--- config.mk ---
export PLATFORM = sky130hd
export DESIGN_NAME = int_key_value_table_flat
export DESIGN_NICKNAME = d
export VERILOG_FILES = /design/src/hw/rtl/ikvt_pkg.sv /design/src/hw/rtl/ikvt_req_if.sv /design/src/hw/rtl/ikvt_rsp_if.sv /design/src/hw/rtl/int_key_value_table.sv /design/src/flat_wrapper.sv
export SDC_FILE = /design/constraint.sdc
export NUM_CORES = 2
export LEC_CHECK = 0
export BUFFER_PORTS_ARGS = -buffer_cell sky130_fd_sc_hd__buf_2
export CAP_MARGIN = 20
export CORE_UTILIZATION = 63
export DETAILED_ROUTE_END_ITERATION = 7
export PLACE_DENSITY = 0.79
export REMOVE_ABC_BUFFERS = 1
export SYNTH_ARGS = -nofsm -noshare
export SYNTH_HDL_FRONTEND = slang
export SYNTH_SLANG_ARGS = --single-unit
--- constraint.sdc ---
create_clock -name clk -period 5.4 [get_ports clk]
set_input_delay 0.27 -clock clk [delete_from_list [all_inputs] [get_ports clk]]
set_output_delay 0.27 -clock clk [all_outputs]
set_load 0.01 [all_outputs]
--- src/hw/rtl/ikvt_pkg.sv ---
`default_nettype none

package ikvt_pkg;

	// Default table depth
	localparam int unsigned ENTRIES_DEF = 64;

	// Request payload widths
	localparam int unsigned KIND_W = 2;
	localparam int unsigned WORD_W = 32;
	// Stored key drops the sign bit
	localparam int unsigned SKEY_W = WORD_W - 1;
	// Reported slot carries the low bits of the index
	localparam int unsigned SLOT_W = 6;

	typedef enum logic [KIND_W-1:0] {
		REQ_SET    = 2'd0,
		REQ_LOOKUP = 2'd1,
		REQ_DELETE = 2'd2,
		REQ_CLEAR  = 2'd3
	} req_kind_t;

	typedef enum logic [1:0] {
		ST_OK     = 2'd0,
		ST_BADKEY = 2'd1,
		ST_FULL   = 2'd2
	} status_t;

	typedef enum logic [2:0] {
		S_INIT,
		S_IDLE,
		S_SCAN,
		S_CLEAR,
		S_DONE
	} state_t;

endpackage

`default_nettype wire

--- src/hw/rtl/ikvt_req_if.sv ---
`default_nettype none

// Request channel
interface ikvt_req_if;
	logic                               valid;
	logic                               ready;
	logic [ikvt_pkg::KIND_W-1:0]        req_type;
	logic signed [ikvt_pkg::WORD_W-1:0] key;
	logic signed [ikvt_pkg::WORD_W-1:0] data_in;

	modport source (output valid, req_type, key, data_in, input ready);
	modport sink   (input valid, req_type, key, data_in, output ready);
endinterface

`default_nettype wire

--- src/hw/rtl/ikvt_rsp_if.sv ---
`default_nettype none

// Response channel
interface ikvt_rsp_if;
	logic                               valid;
	logic                               ready;
	logic                               found;
	logic signed [ikvt_pkg::WORD_W-1:0] data_out;
	logic [ikvt_pkg::SLOT_W-1:0]        slot;
	ikvt_pkg::status_t                  status;

	modport source (output valid, found, data_out, slot, status, input ready);
	modport sink   (input valid, found, data_out, slot, status, output ready);
endinterface

`default_nettype wire

--- src/hw/rtl/int_key_value_table.sv ---
`default_nettype none

// Associative table of ENTRIES integer key/value pairs, searched one slot per
// clock through a single compare unit reading the key and value memories.
// For set, lookup and delete the request is accepted, the read pipeline fills,
// slots are compared in order until a match or the last slot, and the response
// is posted; a lookup that matches early returns early. A request with a
// negative key skips the scan; a set with one answers ST_BADKEY. Clear walks
// the key memory one slot per cycle. After reset the block clears the key
// memory before it takes the first request. One request is in work at a time;
// a response waits in an output register until taken.
module int_key_value_table #(
	parameter int unsigned ENTRIES = ikvt_pkg::ENTRIES_DEF
) (
	input  wire         clk,
	input  wire         arst_n,
	ikvt_req_if.sink    req,
	ikvt_rsp_if.source  rsp
);
	import ikvt_pkg::*;

	localparam int unsigned IDXW = (ENTRIES > 1) ? $clog2(ENTRIES) : 1;
	localparam int unsigned CNTW = IDXW + 1;
	localparam logic [IDXW-1:0] LAST_IDX = IDXW'(ENTRIES - 1);
	localparam logic [CNTW-1:0] CNT_END  = CNTW'(ENTRIES);

	// Memories: key memory holds {valid, key}
	logic [WORD_W-1:0] kmem [ENTRIES];
	logic [WORD_W-1:0] vmem [ENTRIES];

	state_t state_q, state_d;
	logic [CNTW-1:0] cnt_q;
	logic [IDXW-1:0] raddr;

	// Latched request
	req_kind_t          kind_q;
	logic [SKEY_W-1:0]  key_q;
	logic [WORD_W-1:0]  data_q;

	// Read pipeline
	logic              rd_issue;
	logic              rd_vld_s1;
	logic [IDXW-1:0]   rd_idx_s1;
	logic [WORD_W-1:0] kmem_rd_s1;
	logic [WORD_W-1:0] vmem_rd_s1;

	// Lowest free slot seen so far
	logic            free_found_q;
	logic [IDXW-1:0] free_idx_q;

	// Staged result
	logic              res_found_q, res_found_d;
	logic [WORD_W-1:0] res_data_q, res_data_d;
	logic [IDXW-1:0]   res_slot_q, res_slot_d;
	status_t           res_status_q, res_status_d;
	logic              res_load;

	// Output register
	logic              rsp_valid_q;
	logic              rsp_found_q;
	logic [WORD_W-1:0] rsp_data_q;
	logic [SLOT_W-1:0] rsp_slot_q;
	status_t           rsp_status_q;
	logic [IDXW+SLOT_W-1:0] slot_ext;

	// Memory write controls
	logic              kwe, vwe;
	logic [IDXW-1:0]   kwa, vwa;
	logic [WORD_W-1:0] kwd, vwd;

	logic      accept;
	req_kind_t in_kind;
	logic      in_neg;
	logic      entry_valid, entry_hit, entry_free, scan_last, scan_done;
	logic      free_avail;
	logic [IDXW-1:0] free_idx_now;
	logic      rsp_free;

	assign accept   = req.valid && req.ready;
	assign in_kind  = req_kind_t'(req.req_type);
	assign in_neg   = req.key[WORD_W-1];
	assign raddr    = cnt_q[IDXW-1:0];
	assign rsp_free = !rsp_valid_q || rsp.ready;

	// Compare unit on the registered read data
	assign entry_valid  = kmem_rd_s1[WORD_W-1];
	assign entry_hit    = rd_vld_s1 && entry_valid && (kmem_rd_s1[SKEY_W-1:0] == key_q);
	assign entry_free   = rd_vld_s1 && !entry_valid;
	assign scan_last    = rd_vld_s1 && (rd_idx_s1 == LAST_IDX);
	assign scan_done    = entry_hit || scan_last;
	assign free_avail   = free_found_q || entry_free;
	assign free_idx_now = free_found_q ? free_idx_q : rd_idx_s1;

	// Next state
	always_comb begin
		state_d = state_q;
		unique case (state_q)
			S_INIT: begin
				if (raddr == LAST_IDX) state_d = S_IDLE;
			end
			S_IDLE: begin
				if (accept) begin
					if (in_kind == REQ_CLEAR) state_d = S_CLEAR;
					else if (in_neg) state_d = S_DONE;
					else state_d = S_SCAN;
				end
			end
			S_SCAN: begin
				if (scan_done) state_d = S_DONE;
			end
			S_CLEAR: begin
				if (raddr == LAST_IDX) state_d = S_DONE;
			end
			S_DONE: begin
				if (rsp_free) state_d = S_IDLE;
			end
			default: state_d = S_IDLE;
		endcase
	end

	// Outputs: handshake, memory writes, result staging
	always_comb begin
		req.ready    = (state_q == S_IDLE);
		rd_issue     = (state_q == S_SCAN) && (cnt_q < CNT_END);
		kwe          = 1'b0;
		kwa          = raddr;
		kwd          = '0;
		vwe          = 1'b0;
		vwa          = rd_idx_s1;
		vwd          = data_q;
		res_load     = 1'b0;
		res_found_d  = 1'b0;
		res_data_d   = '0;
		res_slot_d   = '0;
		res_status_d = ST_OK;
		unique case (state_q)
			S_INIT, S_CLEAR: begin
				kwe = 1'b1;
			end
			S_IDLE: begin
				res_load = accept;
				if (in_kind == REQ_SET && in_neg) res_status_d = ST_BADKEY;
			end
			S_SCAN: begin
				if (scan_done) begin
					res_load = 1'b1;
					if (entry_hit) begin
						res_found_d = 1'b1;
						res_slot_d  = rd_idx_s1;
						if (kind_q == REQ_LOOKUP) res_data_d = vmem_rd_s1;
					end
					unique case (kind_q)
						REQ_SET: begin
							if (entry_hit) begin
								vwe = 1'b1;
							end else if (free_avail) begin
								kwe        = 1'b1;
								kwa        = free_idx_now;
								kwd        = {1'b1, key_q};
								vwe        = 1'b1;
								vwa        = free_idx_now;
								res_slot_d = free_idx_now;
							end else begin
								res_status_d = ST_FULL;
							end
						end
						REQ_DELETE: begin
							if (entry_hit) begin
								kwe = 1'b1;
								kwa = rd_idx_s1;
								kwd = {1'b0, key_q};
							end
						end
						default: ;
					endcase
				end
			end
			default: ;
		endcase
	end

	// Key and value memories, registered read
	always_ff @(posedge clk) begin
		if (kwe) kmem[kwa] <= kwd;
		kmem_rd_s1 <= kmem[raddr];
	end

	always_ff @(posedge clk) begin
		if (vwe) vmem[vwa] <= vwd;
		vmem_rd_s1 <= vmem[raddr];
	end

	// Control state
	always_ff @(posedge clk or negedge arst_n) begin
		if (!arst_n) begin
			state_q      <= S_INIT;
			cnt_q        <= '0;
			rd_vld_s1    <= 1'b0;
			free_found_q <= 1'b0;
			rsp_valid_q  <= 1'b0;
		end else begin
			state_q   <= state_d;
			rd_vld_s1 <= rd_issue;
			if (accept) begin
				cnt_q        <= '0;
				free_found_q <= 1'b0;
			end else if (state_q == S_INIT || state_q == S_CLEAR || rd_issue) begin
				cnt_q <= cnt_q + CNTW'(1);
			end
			if (state_q == S_SCAN && entry_free && !free_found_q) free_found_q <= 1'b1;
			if (state_q == S_DONE && rsp_free) rsp_valid_q <= 1'b1;
			else if (rsp.ready) rsp_valid_q <= 1'b0;
		end
	end

	assign slot_ext = {{SLOT_W{1'b0}}, res_slot_q};

	// Payload registers
	always_ff @(posedge clk) begin
		rd_idx_s1 <= raddr;
		if (accept) begin
			kind_q <= in_kind;
			key_q  <= req.key[SKEY_W-1:0];
			data_q <= req.data_in;
		end
		if (state_q == S_SCAN && entry_free && !free_found_q) free_idx_q <= rd_idx_s1;
		if (res_load) begin
			res_found_q  <= res_found_d;
			res_data_q   <= res_data_d;
			res_slot_q   <= res_slot_d;
			res_status_q <= res_status_d;
		end
		if (state_q == S_DONE && rsp_free) begin
			rsp_found_q  <= res_found_q;
			rsp_data_q   <= res_data_q;
			rsp_slot_q   <= slot_ext[SLOT_W-1:0];
			rsp_status_q <= res_status_q;
		end
	end

	assign rsp.valid    = rsp_valid_q;
	assign rsp.found    = rsp_found_q;
	assign rsp.data_out = rsp_data_q;
	assign rsp.slot     = rsp_slot_q;
	assign rsp.status   = rsp_status_q;

endmodule

`default_nettype wire
--- src/flat_wrapper.sv ---
// flat-port wrapper written by rule: the top's interface ports become plain ports
module int_key_value_table_flat import ikvt_pkg::*;
#(
	parameter int unsigned ENTRIES = ikvt_pkg::ENTRIES_DEF
)
  (clk, arst_n, req_valid, req_req_type, req_key, req_data_in, req_ready, rsp_valid, rsp_found, rsp_data_out, rsp_slot, rsp_status, rsp_ready);
  ikvt_req_if req_i ();
  ikvt_rsp_if rsp_i ();
  input  wire clk;
  input  wire arst_n;
  input wire logic [$bits(req_i.valid)-1:0] req_valid;
  input wire logic [$bits(req_i.req_type)-1:0] req_req_type;
  input wire logic [$bits(req_i.key)-1:0] req_key;
  input wire logic [$bits(req_i.data_in)-1:0] req_data_in;
  output wire logic [$bits(req_i.ready)-1:0] req_ready;
  output wire logic [$bits(rsp_i.valid)-1:0] rsp_valid;
  output wire logic [$bits(rsp_i.found)-1:0] rsp_found;
  output wire logic [$bits(rsp_i.data_out)-1:0] rsp_data_out;
  output wire logic [$bits(rsp_i.slot)-1:0] rsp_slot;
  output wire logic [$bits(rsp_i.status)-1:0] rsp_status;
  input wire logic [$bits(rsp_i.ready)-1:0] rsp_ready;
  assign req_i.valid = req_valid;
  assign req_i.req_type = req_req_type;
  assign req_i.key = req_key;
  assign req_i.data_in = req_data_in;
  assign req_ready = req_i.ready;
  assign rsp_valid = rsp_i.valid;
  assign rsp_found = rsp_i.found;
  assign rsp_data_out = rsp_i.data_out;
  assign rsp_slot = rsp_i.slot;
  assign rsp_status = rsp_i.status;
  assign rsp_i.ready = rsp_ready;
  int_key_value_table #(.ENTRIES(ENTRIES)) u_core (.clk(clk), .arst_n(arst_n), .req(req_i), .rsp(rsp_i));
endmodule
## After elaboration in Yosys (flattened, before gate mapping)

Memory sizes are Yosys's and may differ from the RTL's. A register that Yosys moved wholly into a read port is not among the register bits.
Index checks and enable logic that the tools add are counted.

| storage, ports and cells | value |
|---|---|
| bits in registers | 172 |
| latch bits | 0 |
| memory bits (writable) | 4096 |
| memory bits (read-only) | 0 |
| input bits | 70 |
| output and inout port bits | 43 |
| memories | 2 |

| operators by class | value |
|---|---|
| add/sub/neg operators | 1 |
| multipliers | 0 |
| div/mod/pow operators | 0 |
| $lt $le $gt $ge | 1 |
| eq/ne operators | 15 |
| shift-type cells | 0 |
| muxes and demuxes | 58 |
| bitwise gates (word level) | 0 |
| reductions and logical operators | 28 |

Memory list:

| memory | depth | width | rd ports | clocked after memory_dff | write ports | line | RTL |
|---|---|---|---|---|---|---|---|
| u_core.kmem | 64 | 32 | 1 | 1 | 1 | int_key_value_table.sv:28 | `logic [WORD_W-1:0] kmem [ENTRIES];` |
| u_core.vmem | 64 | 32 | 1 | 1 | 1 | int_key_value_table.sv:29 | `logic [WORD_W-1:0] vmem [ENTRIES];` |

Operator list:

| cell | count |
|---|---|
| 32-bit two-way mux | 4 |
| 6-bit two-way mux | 15 |
| 32-bit one-hot mux with 2 select lines | 1 |
| 31-bit == test | 1 |
| 31-bit two-way mux | 1 |
| 3-bit two-way mux | 7 |
| 1-bit two-way mux | 18 |
| 3-bit one-hot mux with 5 select lines | 1 |
| 7-bit two-way mux | 2 |
| 6-bit == test, second input constant | 2 |
| 6-bit one-hot mux with 2 select lines | 1 |
| 1-bit logical AND | 10 |
| 2-bit two-way mux | 4 |
| 2-bit by 1-bit != test with 1-bit output, second input constant | 4 |
| 7-bit by 1-bit adder with 7-bit output, second input constant | 1 |
| 7-bit < comparator, second input constant | 1 |
| 3-bit by 2-bit == test with 1-bit output, second input constant | 2 |
| 1-bit one-hot mux with 2 select lines | 3 |
| 2-bit nonzero test | 3 |
| 1-bit logical OR | 5 |
| 5-bit AND reduction | 1 |
| 2-bit == test, second input constant | 2 |
| 2-bit zero test | 2 |
| 2-bit one-hot mux with 2 select lines | 1 |
| 9 further kinds | 11 |

## Depth between registers and ports, before layout

| depth | value |
|---|---|
| word-level depth | 10 |
| gate-level depth with buffers | 11 |
| mapped depth without buffers | 8 |

## Least setup slack after synthesis

No wires, ideal clock.

| timing | value |
|---|---|
| kind | reg2reg |
| start point | register u_core.key_q[26] |
| end point | register u_core.res_data_q[0] (enable) |
| library setup time | 496 ps |
| arrival | 4284 ps |
| path slack | 620 ps |
| stages on the path, launching flop included | 7 |
| buffers on the path | 0 |
| cells stage by stage | edfxtp_1 > xor2_1 > nor4_2 > nand4_1 > nor2_1 > nor2_1 > o21ai_0 |

| on the way | value |
|---|---|
| cells in the longest elaborated chain, start to end | 5 |

Ends and longest elaborated chain:

| item | line | RTL |
|---|---|---|
| start: declaration | int_key_value_table.sv:37 | `logic [SKEY_W-1:0] key_q;` |
| start signal: assignment | int_key_value_table.sv:223 | `key_q <= req.key[SKEY_W-1:0];` |
| 31-bit == test | int_key_value_table.sv:87 | `assign entry_hit = rd_vld_s1 && entry_valid && (kmem_rd_s1[SKEY_W-1:0] == key_q);` |
| 1-bit logical AND | int_key_value_table.sv:87 |  |
| 1-bit logical OR | int_key_value_table.sv:90 | `assign scan_done = entry_hit \|\| scan_last;` |
| 1-bit two-way mux | int_key_value_table.sv:145 | `if (scan_done) begin` |
| 1-bit one-hot mux with 2 select lines | int_key_value_table.sv:136 | `unique case (state_q)` |
| via u_core.res_load | int_key_value_table.sv:56 | `logic res_load;` |
| end signal: assignment | int_key_value_table.sv:229 | `res_data_q <= res_data_d;` |
| end: declaration | int_key_value_table.sv:53 | `logic [WORD_W-1:0] res_data_q, res_data_d;` |

The timed path passes the listed nets, and every way through them passes these cells.
A chain may end at the register's enable or synchronous reset.

## Worst setup path in the final report

| timing | value |
|---|---|
| start point | register u_core.key_q[28] |
| end point | memory u_core.vmem[51][14] (enable) |

| on the way | value |
|---|---|
| cells in the longest elaborated chain, start to end | 8 |
| elaborated cells between the ends (all ways) | 13 |
| classes of those cells | eq/ne: 1; mux: 10; reduce/logical: 2 |

Ends and longest elaborated chain:

| item | line | RTL |
|---|---|---|
| 31-bit == test * | int_key_value_table.sv:87 |  |
| 1-bit logical AND * | int_key_value_table.sv:87 |  |
| 1-bit two-way mux | int_key_value_table.sv:154 | `if (entry_hit) begin` |
| 1-bit two-way mux | int_key_value_table.sv:152 | `unique case (kind_q)` |
| 1-bit two-way mux | int_key_value_table.sv:145 |  |
| 1-bit two-way mux | int_key_value_table.sv:136 |  |
| 1-bit two-way mux | int_key_value_table.sv:189 | `if (vwe) vmem[vwa] <= vwd;` |
| 1-bit two-way mux (implied by the code) | int_key_value_table.sv:189 |  |
| end: declaration | int_key_value_table.sv:29 |  |

Every way passes the cells marked *; elsewhere a longest branch is shown, timed or not.

==> results.py <==
metrics = {
    "outcome": {
        "status": "complete, but fails checks",
        "violations": "design-rule violations",
    },
    "min_path": {
        "holdCritPathClass": "input port to flop",
    },
    "run": {
        "maxCapViolCount": 0,
    },
    "global_routing": {
        "antenna_found_initial": 70,
        "overflow": 0,
        "grt_pass1_vias": 81370,
        "grt_util_all_layers_pct": 35.96,
        "grt_pass1_wl_um": 647700,
        "grt_start_max_net_pins": 129,
    },
    "cts": {
        "cts_made_buffers": 412,
        "cts_tree": "done",
        "clockBufferDepth": 4,
        "clock-sinks": 4332,
        "cts.clk_slew.worst_paths_ns": 0.07,
        "h-tree-depth": 5,
        "clk_latency_ns": 0.95,
        "postCtsSetupBuffers": 0,
        "clockRootBuffer": "clkbuf_16",
    },
    "layout": {
        "area_growth_pct": 13.80,
        "final.fill_count": 12600,
        "drive_above_1_share_pct": 34.62,
        "nNetsFinal": 7089,
    },
    "pwr": {
        "p_int_uw": 63510,
        "pwr-share-seq_pct": 43.8,
        "power_density_mw_per_mm2": 481.3,
        "clock_power_share_pct": 33.6,
        "comb_power_share_pct": 22.6,
        "p_leak_uw": 0.05271,
        "power_switching_uw": 26000,
        "swShare_pct": 29.05,
        "peakVddDrop_mv": 0.4423,
    },
    "setup_path": {
        "start_kind": "flop",
        "ff2ff_setup_slack_ns": 0.05,
        "crit_end": "u_core.vmem[51][14]$_DFFE_PP_",
        "rr_startpoint": "u_core.key_q[28]$_DFFE_PP_",
        "required_ns": 5.97,
        "crit_fanout": 19,
        "arrival_ns": 5.92,
        "critPathLaunch": "u_core.key_q[28]$_DFFE_PP_",
        "ff2ff_path_depth": 11,
        "reg2reg_to": "u_core.vmem[51][14]$_DFFE_PP_",
        "worstSetupPathType": "flop to flop",
        "worst_setup_path_end_kind": "flop",
    },
    "floorplan": {
        "ios": 113,
        "die_w_um": 511.3,
        "core_sq_mm": 0.2574,
        "num_rows": 186,
        "die_area_sq_mm": 0.2614,
        "start_util_pct": 63.49,
        "die_h_um": 511.3,
    },
    "logic_synthesis": {
        "synth_cells": 6449,
        "synth-seq-area-share_pct": 79.13,
        "synth-seq-cells": 4332,
        "yosys_warnings": 0,
        "dominantRegCellSynth": "edfxtp_1",
        "synth_common_cells": "4,249 x edfxtp_1, 1,344 x mux4_2, 210 x clkbuf_1, 142 x nor2_1, 100 x buf_1",
        "synthesis.area_sq_mm": 0.1634,
        "synth_top_area_share_pct": 78.08,
        "async_flop_share_pct": 0.3001,
        "yosysTopAreaCell": "edfxtp_1",
        "synth-edff-count": 4249,
        "ys_top_cells_by_area": "edfxtp_1 78%, mux4_2 19%, dfxtp_1 0.86%, clkbuf_1 0.48%, nor2_1 0.33%",
        "yosysMostFrequentCell": "edfxtp_1",
        "ys_types": 64,
        "synth.avg_cell_area_sq_um": 25.34,
    },
    "placed_design": {
        "hpwl_um": 230400,
        "placement.io_buffers": 112,
        "gp_congestion": 0.9052,
    },
    "sta": {
        "timing_hold_violations_final": 0,
        "max-slew-margin-rel_pct": 24.19,
        "setup_tns_ns": 0,
        "min_period_over_period_pct": 99.10,
        "hold_slack_ns": 0.05764,
        "worstMarginPinSlew_ns": 1.137,
        "skew_ns": 0.08917,
        "slew_violations": 0,
        "rsz0062_at_grt": "false",
        "fmax_ghz": 0.1869,
        "fin_crit_ns": 5.351,
        "setup_viol": 0,
    },
    "route": {
        "routed_wl_um": 467600,
        "ant_nets": 0,
        "wire_per_inst_um": 43.45,
        "vias_per_cell": 7.541,
        "dr.pass1.iters": 8,
        "drc_errors": 34,
        "dr_total_vias": 81160,
        "drt_iter0_drc": 14430,
    },
}
## per-stage QoR
stage	utilization (%)	instance area, sq um	instances	worst slack (ns)	total power, uW
6_report	72.25	186000	10760	0.04866	89510
5_1_grt	72.24	186000	10750	0.09637	90970
3_5_place_dp	66.60	171400	9910	0.6038	58890
4_1_cts	72.17	185800	10740	0.3985	89030
2_1_floorplan	-	162200	6126	-36.98	47960
3_3_place_gp	66.57	171400	9907	0.7204	58500
## placed cells by master, fill, tap and decap left out, drive strengths merged, types with 39 or more instances in the layout
cell | netlist | layout
clkinv | 1 | 182
edfxtp | 4249 | 4249
nor2 | 151 | 151
dfxtp | 70 | 70
and2 | 39 | 39
clkbuf | 210 | 505
bufinv | 0 | 50
dlygate4sd3 | 0 | 70
buf | 113 | 408
mux4 | 1344 | 1344
## repair_timing
action | 4_1_cts | 5_1_grt
hold buffers | 70 | 0
gates resized for setup | 0 | 0
endpoints found under the hold margin | 83 | 0
setup endpoints to repair | 0 | 0
## worst min path at each step
stage	end	slack [ns]	cells after the start	start
after global placement	u_core.rsp.valid$_DFFE_PN0P_	0.24	1	arst_n
after detailed placement	u_core.rsp.valid$_DFFE_PN0P_	0.24	1	arst_n
after global routing	u_core.data_q[19]$_DFFE_PP_	0.05	2	req_data_in[19]
after floorplan	u_core.cnt_q[0]$_DFFE_PN0P_	-0.03	0	arst_n
final	u_core.data_q[17]$_DFFE_PP_	0.06	2	req_data_in[17]
after CTS	u_core.data_q[22]$_DFFE_PP_	0.02	2	req_data_in[22]
## critical path, stage by stage, from the launching register on
cell      delay, ns
edfxtp_1       0.43
xor2_1         0.22
nor4_1         0.68
buf_4          0.24
nand4_2        0.26
or2_1          0.48
buf_4          0.25
a221oi_1       0.47
buf_4          0.23
nand2_1        0.61
nor2_4         0.78
buf_12         0.26
## kinds of logic after synthesis
kind of cell | share of synthesized area (%)
AOI/OAI and AO/OA | 0.2787
xor gates and xnor gates | 0.1929
adders and majority gates | 0.007655
buffers and inverters | 0.7825
DFF | 79.13
muxes | 18.57
and+or+nand+nor | 1.035
## state kept, by name, indices dropped and copies added, names as in the netlist
signal,flops
u_core.free_idx_q,6
u_core.state_q,3
u_core.res_found_q,1
u_core.rsp.found,1
u_core.kind_q,2
u_core.rsp.valid,1
u_core.vmem,2048
u_core.data_q,32
u_core.res_status_q,2
u_core.rsp.slot,6
u_core.rd_vld_s1,1
u_core.free_found_q,1
u_core.key_q,31
u_core.cnt_q,7
u_core.res_slot_q,6
u_core.res_data_q,32
u_core.rsp.data_out,32
u_core.vmem_rd_s1,32
u_core.rsp.status,2
u_core.kmem,2048
u_core.kmem_rd_s1,32
u_core.rd_idx_s1,6
## layout make-up
cell class | count | area [sq um] | share of cell area (%)
sequential | 4332 | 129300 | 69.55
timing repair buffer | 478 | 4644 | 2.497
tap | 3384 | 4234 | 2.277
clock buffer | 505 | 10910 | 5.865
multi-input combinational | 1786 | 34030 | 18.30
clock inverter | 257 | 2753 | 1.480
inverter | 8 | 40.04 | 0.02153
antenna | 12 | 30.03 | 0.01615
## power groups by stage
stage | sequential [uW] | clock (uW) | combinational (uW)
2_1_floorplan | 40100 | 0 | 7810
3_3_place_gp | 39700 | 0 | 18800
3_5_place_dp | 39800 | 0 | 19100
4_1_cts | 39100 | 30000 | 19900
5_1_grt | 39200 | 31200 | 20600
6_report | 39200 | 30100 | 20300
## routing by layer
layer / GRT usage (%) / wire [um] / vias up / share of wire [%]
met3: 8.448 / 57520 / 1520 / 12
met1: 46.00 / 147900 / 42550 / 32
li1: - / - / 29190 / -
met5: 0 / 500 / - / 0.11
met4: 17.11 / 28060 / 72 / 6.0
met2: 59.03 / 233600 / 7828 / 50
Note: power is estimated with default switching activity, not from simulation.
